**src/sv/ctcc_pkg.sv**
```systemverilog
package ctcc_pkg;

   localparam int HISTORY_DEPTH = 16;
   localparam int TAG_BITS      = 48;
   localparam int CHAN_BITS     = 3;
   localparam int OFFSET_BITS   = 41;
   localparam int WINDOW_BITS   = 40;
   localparam int TOTAL_BITS    = 32;
   localparam int MATCH_BITS    = 5;
   localparam int COUNT_BITS    = $clog2(HISTORY_DEPTH + 1);
   localparam int SPAN_BITS     = OFFSET_BITS + 1;
   localparam int BOUND_BITS    = TAG_BITS + 2;
   localparam int CSR_IDX_BITS  = 2;

   localparam logic [CHAN_BITS-1:0] MAX_CHANNEL = 3'd4;

   localparam logic [CSR_IDX_BITS-1:0] CSR_CHAN_A = 2'd0;
   localparam logic [CSR_IDX_BITS-1:0] CSR_CHAN_B = 2'd1;
   localparam logic [CSR_IDX_BITS-1:0] CSR_OFFSET = 2'd2;
   localparam logic [CSR_IDX_BITS-1:0] CSR_WINDOW = 2'd3;

   localparam logic [CHAN_BITS-1:0]   CHAN_A_RESET = 3'd0;
   localparam logic [CHAN_BITS-1:0]   CHAN_B_RESET = 3'd1;
   localparam logic [WINDOW_BITS-1:0] WINDOW_RESET = 40'd1000;

   typedef struct packed {
      logic [TAG_BITS-1:0] a_tag;
      logic                a_ok;
      logic [TAG_BITS-1:0] b_tag;
      logic                b_ok;
   } slot_type;

   typedef struct packed {
      logic                  live;
      logic [COUNT_BITS-1:0] count;
   } token_type;

   typedef struct packed {
      logic                         use_a;
      logic signed [BOUND_BITS-1:0] lo_bound;
      logic signed [BOUND_BITS-1:0] hi_bound;
   } probe_type;

   typedef struct packed {
      logic clear;
      logic shift_a;
      logic shift_b;
   } shift_ctl_type;

endpackage

```
**src/sv/ctcc_cell.sv**
```systemverilog
module ctcc_cell (
   input  logic                   clock,
   input  logic                   reset,
   input  ctcc_pkg::slot_type      slot_in,
   output ctcc_pkg::slot_type      slot_out,
   input  ctcc_pkg::shift_ctl_type ctl,
   input  ctcc_pkg::probe_type     probe,
   input  ctcc_pkg::token_type     tok_in,
   output ctcc_pkg::token_type     tok_out
);

   ctcc_pkg::slot_type  slot_ff;
   ctcc_pkg::token_type tok_ff;

   logic [ctcc_pkg::TAG_BITS-1:0]          stored;
   logic                                   stored_ok;
   logic signed [ctcc_pkg::BOUND_BITS-1:0] stored_ext;
   logic                                   match;
   logic [ctcc_pkg::COUNT_BITS-1:0]        count_in;

   // the probe looks at the other channel's entry
   assign stored     = probe.use_a ? slot_ff.b_tag : slot_ff.a_tag;
   assign stored_ok  = probe.use_a ? slot_ff.b_ok : slot_ff.a_ok;
   assign stored_ext = $signed({2'b00, stored});
   assign match      = tok_in.live && stored_ok &&
                       (stored_ext > probe.lo_bound) && (stored_ext < probe.hi_bound);
   assign count_in   = tok_in.count + ctcc_pkg::COUNT_BITS'(match);

   always_ff @(posedge clock) begin
      if (reset) begin
         slot_ff.a_ok <= 1'b0;
         slot_ff.b_ok <= 1'b0;
         tok_ff.live  <= 1'b0;
      end else begin
         if (ctl.clear) begin
            slot_ff.a_ok <= 1'b0;
            slot_ff.b_ok <= 1'b0;
         end else begin
            if (ctl.shift_a) begin
               slot_ff.a_tag <= slot_in.a_tag;
               slot_ff.a_ok  <= slot_in.a_ok;
            end
            if (ctl.shift_b) begin
               slot_ff.b_tag <= slot_in.b_tag;
               slot_ff.b_ok  <= slot_in.b_ok;
            end
         end
         tok_ff.live <= tok_in.live;
      end
      tok_ff.count <= count_in;
   end

   assign slot_out = slot_ff;
   assign tok_out  = tok_ff;

endmodule

```
**src/sv/two_channel_coincidence_counter.sv**
```systemverilog
// one request at a time: a request is taken only in IDLE, and the response is registered after
// the BOUNDS, BASE, SWEEP and FINISH states, with the next request taken once back in IDLE
// SWEEP lasts while a match token walks the 16-cell history chain, one cell a cycle
// a waiting response does not block the next request; it only holds the final step
// synchronous active-high reset clears histories, running total, handshake state and
// restores the register defaults
module two_channel_coincidence_counter (
   input  logic                                clock,
   input  logic                                reset,
   input  logic                                req_tvalid,
   output logic                                req_tready,
   input  logic [47:0]                         req_tdata,   // tag_time
   input  logic [3:0]                          req_tuser,   // chan_num, first_of_block
   output logic                                rsp_tvalid,
   input  logic                                rsp_tready,
   output logic [39:0]                         rsp_tdata,   // matches_here, total_count, pad
   output logic [0:0]                          rsp_tuser,   // history_overrun
   input  logic                                csr_wen,
   input  logic [ctcc_pkg::CSR_IDX_BITS-1:0]   csr_index,
   input  logic [ctcc_pkg::OFFSET_BITS-1:0]    csr_wdata
);

   localparam int D = ctcc_pkg::HISTORY_DEPTH;

   typedef enum logic [2:0] {IDLE, BOUNDS, BASE, SWEEP, FINISH} state_type;

   state_type state_ff;

   logic [ctcc_pkg::CHAN_BITS-1:0]   chan_a_ff;
   logic [ctcc_pkg::CHAN_BITS-1:0]   chan_b_ff;
   logic [ctcc_pkg::OFFSET_BITS-1:0] offset_ff;
   logic [ctcc_pkg::WINDOW_BITS-1:0] window_ff;

   logic [ctcc_pkg::TAG_BITS-1:0]          tag_ff;
   logic                                   hit_ff;
   logic                                   use_a_ff;
   logic signed [ctcc_pkg::SPAN_BITS-1:0]  lo_ff;
   logic signed [ctcc_pkg::SPAN_BITS-1:0]  hi_ff;
   logic signed [ctcc_pkg::SPAN_BITS-1:0]  reach_ff;
   logic                                   window_nz_ff;
   logic                                   overrun_ff;
   logic [ctcc_pkg::COUNT_BITS-1:0]        count_ff;
   logic [ctcc_pkg::TOTAL_BITS-1:0]        total_ff;
   ctcc_pkg::probe_type                    probe_ff;
   ctcc_pkg::token_type                    start_tok_ff;

   logic                                   rsp_valid_ff;
   logic [ctcc_pkg::MATCH_BITS-1:0]        rsp_matches_ff;
   logic [ctcc_pkg::TOTAL_BITS-1:0]        rsp_total_ff;
   logic                                   rsp_overrun_ff;

   ctcc_pkg::slot_type      links [D+1];
   ctcc_pkg::token_type     toks  [D+1];
   ctcc_pkg::shift_ctl_type ctl;

   logic [ctcc_pkg::TAG_BITS-1:0]          req_tag;
   logic [ctcc_pkg::CHAN_BITS-1:0]         req_chan;
   logic                                   req_first;
   logic                                   accept;
   logic                                   out_free;

   logic signed [ctcc_pkg::SPAN_BITS-1:0]  offset_ext;
   logic signed [ctcc_pkg::SPAN_BITS-1:0]  window_ext;
   logic signed [ctcc_pkg::SPAN_BITS-1:0]  lo_in;
   logic signed [ctcc_pkg::SPAN_BITS-1:0]  hi_in;

   logic signed [ctcc_pkg::BOUND_BITS-1:0] t_ext;
   logic signed [ctcc_pkg::BOUND_BITS-1:0] lo_wide;
   logic signed [ctcc_pkg::BOUND_BITS-1:0] hi_wide;
   logic [ctcc_pkg::TAG_BITS-1:0]          tail_tag;
   logic                                   tail_ok;
   logic signed [ctcc_pkg::BOUND_BITS-1:0] age;
   logic                                   overrun_in;

   logic [ctcc_pkg::TOTAL_BITS:0]          sum_in;
   logic [ctcc_pkg::TOTAL_BITS-1:0]        total_in;

   assign req_tag    = req_tdata[ctcc_pkg::TAG_BITS-1:0];
   assign req_chan   = req_tuser[ctcc_pkg::CHAN_BITS-1:0];
   assign req_first  = req_tuser[ctcc_pkg::CHAN_BITS];
   assign req_tready = (state_ff == IDLE);
   assign accept     = req_tvalid && req_tready;
   assign out_free   = !rsp_valid_ff || rsp_tready;

   assign offset_ext = $signed({offset_ff[ctcc_pkg::OFFSET_BITS-1], offset_ff});
   assign window_ext = $signed({2'b00, window_ff});
   assign lo_in      = offset_ext - window_ext;
   assign hi_in      = offset_ext + window_ext;

   assign t_ext    = $signed({2'b00, tag_ff});
   assign lo_wide  = ctcc_pkg::BOUND_BITS'(lo_ff);
   assign hi_wide  = ctcc_pkg::BOUND_BITS'(hi_ff);
   assign tail_tag = use_a_ff ? links[D].a_tag : links[D].b_tag;
   assign tail_ok  = use_a_ff ? links[D].a_ok : links[D].b_ok;
   assign age      = t_ext - $signed({2'b00, tail_tag});
   assign overrun_in = hit_ff && tail_ok && window_nz_ff &&
                       (age < ctcc_pkg::BOUND_BITS'(reach_ff));

   assign sum_in   = {1'b0, total_ff} + (ctcc_pkg::TOTAL_BITS + 1)'(count_ff);
   assign total_in = !hit_ff ? total_ff :
                     sum_in[ctcc_pkg::TOTAL_BITS] ? '1 : sum_in[ctcc_pkg::TOTAL_BITS-1:0];

   // new tag is presented at the head of both chains; only the requesting channel's chain shifts it in
   assign links[0].a_tag = tag_ff;
   assign links[0].a_ok  = 1'b1;
   assign links[0].b_tag = tag_ff;
   assign links[0].b_ok  = 1'b1;
   assign toks[0]        = start_tok_ff;

   assign ctl.clear   = accept && req_first;
   assign ctl.shift_a = (state_ff == FINISH) && out_free && hit_ff && use_a_ff;
   assign ctl.shift_b = (state_ff == FINISH) && out_free && hit_ff && !use_a_ff;

   for (genvar k = 0; k < D; k++) begin : g_cell
      ctcc_cell u_cell (
         .clock    (clock),
         .reset    (reset),
         .slot_in  (links[k]),
         .slot_out (links[k+1]),
         .ctl      (ctl),
         .probe    (probe_ff),
         .tok_in   (toks[k]),
         .tok_out  (toks[k+1])
      );
   end

   always_ff @(posedge clock) begin
      if (reset) begin
         state_ff          <= IDLE;
         chan_a_ff         <= ctcc_pkg::CHAN_A_RESET;
         chan_b_ff         <= ctcc_pkg::CHAN_B_RESET;
         offset_ff         <= '0;
         window_ff         <= ctcc_pkg::WINDOW_RESET;
         total_ff          <= '0;
         start_tok_ff.live <= 1'b0;
         rsp_valid_ff      <= 1'b0;
      end else begin
         if (csr_wen) begin
            unique case (csr_index)
               ctcc_pkg::CSR_CHAN_A: chan_a_ff <= csr_wdata[ctcc_pkg::CHAN_BITS-1:0];
               ctcc_pkg::CSR_CHAN_B: chan_b_ff <= csr_wdata[ctcc_pkg::CHAN_BITS-1:0];
               ctcc_pkg::CSR_OFFSET: offset_ff <= csr_wdata;
               ctcc_pkg::CSR_WINDOW: window_ff <= csr_wdata[ctcc_pkg::WINDOW_BITS-1:0];
               default: ;
            endcase
         end

         start_tok_ff.live <= (state_ff == BASE);
         rsp_valid_ff      <= ((state_ff == FINISH) && out_free) ||
                              (rsp_valid_ff && !rsp_tready);

         unique case (state_ff)
            IDLE: begin
               if (accept) begin
                  tag_ff   <= req_tag;
                  hit_ff   <= (req_chan <= ctcc_pkg::MAX_CHANNEL) &&
                              ((req_chan == chan_a_ff) || (req_chan == chan_b_ff));
                  use_a_ff <= (req_chan == chan_a_ff);
                  if (req_first) begin
                     total_ff <= '0;
                  end
                  state_ff <= BOUNDS;
               end
            end
            BOUNDS: begin
               lo_ff        <= lo_in;
               hi_ff        <= hi_in;
               reach_ff     <= use_a_ff ? hi_in : -lo_in;
               window_nz_ff <= (window_ff != '0);
               state_ff     <= BASE;
            end
            BASE: begin
               probe_ff.use_a    <= use_a_ff;
               probe_ff.lo_bound <= use_a_ff ? t_ext + lo_wide : t_ext - hi_wide;
               probe_ff.hi_bound <= use_a_ff ? t_ext + hi_wide : t_ext - lo_wide;
               overrun_ff        <= overrun_in;
               state_ff          <= SWEEP;
            end
            SWEEP: begin
               if (toks[D].live) begin
                  count_ff <= hit_ff ? toks[D].count : '0;
                  state_ff <= FINISH;
               end
            end
            FINISH: begin
               if (out_free) begin
                  rsp_matches_ff <= ctcc_pkg::MATCH_BITS'(count_ff);
                  rsp_total_ff   <= total_in;
                  rsp_overrun_ff <= overrun_ff;
                  total_ff       <= total_in;
                  state_ff       <= IDLE;
               end
            end
            default: state_ff <= IDLE;
         endcase
      end
      start_tok_ff.count <= '0;
   end

   assign rsp_tvalid = rsp_valid_ff;
   assign rsp_tdata  = {3'b000, rsp_total_ff, rsp_matches_ff};
   assign rsp_tuser  = rsp_overrun_ff;

endmodule
```
**config.mk**
```make
export PLATFORM = sky130hd
export DESIGN_NAME = two_channel_coincidence_counter
export DESIGN_NICKNAME = d
export VERILOG_FILES = /design/src/sv/ctcc_pkg.sv /design/src/sv/ctcc_cell.sv /design/src/sv/two_channel_coincidence_counter.sv
export SDC_FILE = /design/constraint.sdc
export NUM_CORES = 2
export LEC_CHECK = 0
export BUFFER_PORTS_ARGS = -buffer_cell sky130_fd_sc_hd__clkbuf_2
export CORE_AREA = 2 2 530 532
export CTS_CLUSTER_DIAMETER = 200
export CTS_CLUSTER_SIZE = 25
export DETAILED_ROUTE_END_ITERATION = 16
export DIE_AREA = 0 0 532 534
export PLACE_DENSITY = 0.59
export SYNTH_ARGS = -nofsm -noshare
export SYNTH_HDL_FRONTEND = slang
export SYNTH_SLANG_ARGS = --single-unit
```
**constraint.sdc**
```tcl
create_clock -name clock -period 40.9 [get_ports clock]
set_input_delay 8.18 -clock clock [delete_from_list [all_inputs] [get_ports clock]]
set_output_delay 8.18 -clock clock [all_outputs]
set_load 0.01 [all_outputs]
```
==> impl_metrics.yaml <==
status:
  status: "finished clean"
die:
  initial_core_util: 0.449
  die_height_um: 534
  core_area_um2: 278000
  die_w_um: 532
  rows: 194
  dieArea_um2: 284000
  io_pins: 143
worst_setup_path:
  path_cells: "buf_4 > a31o_2 > buf_4 > nor2_4 > buf_4 > buf_12 > buf_4 > buf_12 > buf_4"
  crit_slowest_cell: "buf_4"
  cp-start-kind: "input port"
  reg2reg_slack_ns: 32.35
  critPathRequiredTime_ns: 41.29
  cpMostUsedCell: "buf_4"
  worstSetupPathType: "in -> reg"
  path_max_fanout: 142
  cp.arrival_ns: 13.20
  worst_setup_path_end_kind: "flip-flop"
  critPathMaxStageDelay_ns: 0.91
synthesis:
  synth_ff_type: "edfxtp_1"
  avgSynthCellArea_um2: 12.1
  synth.distinct_cells: 111
  synthTopCellsByArea: "edfxtp_1 45%, ha_1 18%, mux2_2 7.0%"
  synth-edff-count: 1855
  syn_area_um2: 125000
  postSynthCellCount: 10300
  async_flop_share: 0
  ys.warnings.count: 0
  yosysTopAreaCellShare: 0.446
  seq_area_frac_synth: 0.485
  yosys_register_bits: 2097
  yosys.area.top_type: "edfxtp_1"
timing:
  tightest_slew_ns: 1.34
  worst_slack_ns: 28.09
  setup_viol: 0
  clock.fmax_mhz: 78.0
  rsz0062_at_grt: "no"
  setup_tns_ns: 0
  clock_skew_ns: 0.0597
  holdWs_ns: 0.423
  slew_headroom: 0.0903
  period_share: 0.313
  drv_slew: 0
  hold_viol: 0
  finalCriticalPeriod_ns: 12.81
clock_network:
  cts.sink_count: 2097
  clk_latency_ns: 0.81
  cts_max_level: 3
  post_cts_buffers: 0
  ctsRootBufferMaster: "clkbuf_16"
  cts_hold_buf: 0
  ctsResizeCount: 0
  cts_inserted_buffers: 93
  cts_buffer_depth: 3
  path_clk_slew_ns: 0.10
  cts_tree: "yes"
final_layout:
  layout_commonest_cell: "edfxtp_1"
  area_growth_pct: 6.92
  drive_gt1_frac: 0.124
  stdcell_area_um2: 134000
  final_cell_mix: "1855 x edfxtp_1, 1829 x ha_1, 772 x mux2_2"
  layout.cells.non_filler: 14300
  nFillCells: 24700
  final_nets: 12400
power_and_ir_drop:
  internal-power_uw: 2990
  p_seq_frac: 0.578
  p_leak_uw: 0.0530
  switching_share: 0.264
  switchingPower_uw: 1070
  clkPwrFrac: 0.278
  ir_drop_mv: 0.0346
  p_per_area_nw_per_um2: 30.4
  combPwrFrac: 0.144
place:
  dp_cells: 14100
  place_area_um2: 131000
  dp_slack_ns: 27.17
  globalplace.congestion: 0.947
  place_hpwl_mm: 305
  io_buffers: 139
drt:
  routed_wl_mm: 405
  num_vias: 86000
  drtIter0Drc: 8035
  viasPerCell: 6.03
  dr.pass1.iters: 7
  routedWlPerCell_um: 28.4
  remaining_drc_errors: 0
  postRouteAntennaNets: 0
grt:
  grt_pass1_vias: 84600
  grt_pass1_wl_mm: 581
  grt_max_degree: 162
  gr-total-overflow: 0
  grt_use_total: 0.278
  antenna_found_initial: 25
run:
  maxCapViolations: 0
min_path:
  hp-class: "reg -> reg"
[through the flow]
stage	total power (uW)	util
floorplan	2780	-
global placement	2960	0.470
detailed placement	2970	0.470
CTS	4090	0.480
global route	4220	0.480
finish	4060	0.480
[worst paths after layout]
kind,endpoint,from,cells past startpoint
hold / removal,g_cell[9].u_cell.slot_out[18],g_cell[8].u_cell.slot_out[18],0
hold reg to reg,g_cell[9].u_cell.slot_out[18],g_cell[8].u_cell.slot_out[18],0
setup / recovery,g_cell[12].u_cell.slot_out[12],reset,9
setup reg to reg,g_cell[12].u_cell.tok_out[4],probe_ff[100],19
[state kept, by name, indices dropped and copies added, names as in the netlist, 41 cells and up]
| register | cells |
|---|---|
| lo_ff | 42 |
| hi_ff | 41 |
| g_cell.u_cell.slot_out | 1568 |
| tag_ff | 48 |
| probe_ff | 100 |
| offset_ff | 41 |
| g_cell.u_cell.tok_out | 86 |
| reach_ff | 41 |
[cell type report]
class	instances	area, um2	area share
well taps	3724	4660	0.0349
inverters	324	1220	0.00910
repair buffers	335	2240	0.0168
clock inverters	5	51.3	0.000384
flip-flops and latches	2097	60500	0.453
multi-input cells	7632	62300	0.466
diodes	7	17.5	0.000131
clock buffers	141	2550	0.0191
[cell usage after synthesis, types with 37 or more instances]
master,number
clkbuf_1,212
nor4_1,71
nor3_1,119
or3_1,45
mux2i_1,85
nand3_1,145
a21oi_1,749
nand4_1,330
mux2_2,772
xnor2_1,218
and4_1,37
nor2_1,390
inv_1,321
o21ai_0,473
edfxtp_1,1855
o21bai_1,38
dfxtp_1,242
xor2_1,139
nand2b_1,153
o211ai_1,46
ha_1,1829
o21a_1,117
nor2b_1,202
nand2_1,569
a211oi_1,57
a21o_1,562
[power by group through the flow]
stage	Combinational, uW	Clock [uW]	Sequential [uW]
2_1_floorplan	393	0	2390
3_3_place_gp	561	0	2400
3_5_place_dp	576	0	2400
4_1_cts	579	1160	2350
5_1_grt	645	1230	2350
6_report	586	1130	2350
[logic make-up (layout without fill, tap and decap cells)]
logic type	Yosys count	in the layout	share of synthesized area
flip-flops	2097	2097	0.485
AND/OR/NAND/NOR	2228	2228	0.0926
buffers and inverters	567	805	0.0177
XOR/XNOR	359	359	0.0253
multiplexers	858	858	0.0765
other	1	10	0.0000300
adder cells (fa/ha/maj)	1835	1835	0.184
AO/OA/AOI/OAI	2349	2349	0.119
[per-layer routing]
| layer | wire length, um | global-route usage | part of all wire | up-vias |
|---|---|---|---|---|
| li1 | - | - | - | 39800 |
| met2 | 174000 | 0.419 | 0.43 | 2891 |
| met4 | 19800 | 0.120 | 0.049 | 8 |
| met5 | 47 | 0 | 0.00012 | - |
| met1 | 184000 | 0.402 | 0.45 | 42700 |
| met3 | 27600 | 0.0360 | 0.068 | 500 |
[worst max-delay path, delay by kind of cell]
kind                   cells  cell delay, ns
buffers and inverters      7            4.20
AND/OR/NAND/NOR            1            0.13
AO/OA/AOI/OAI              1            0.33
(Power assumes the default switching activity.)
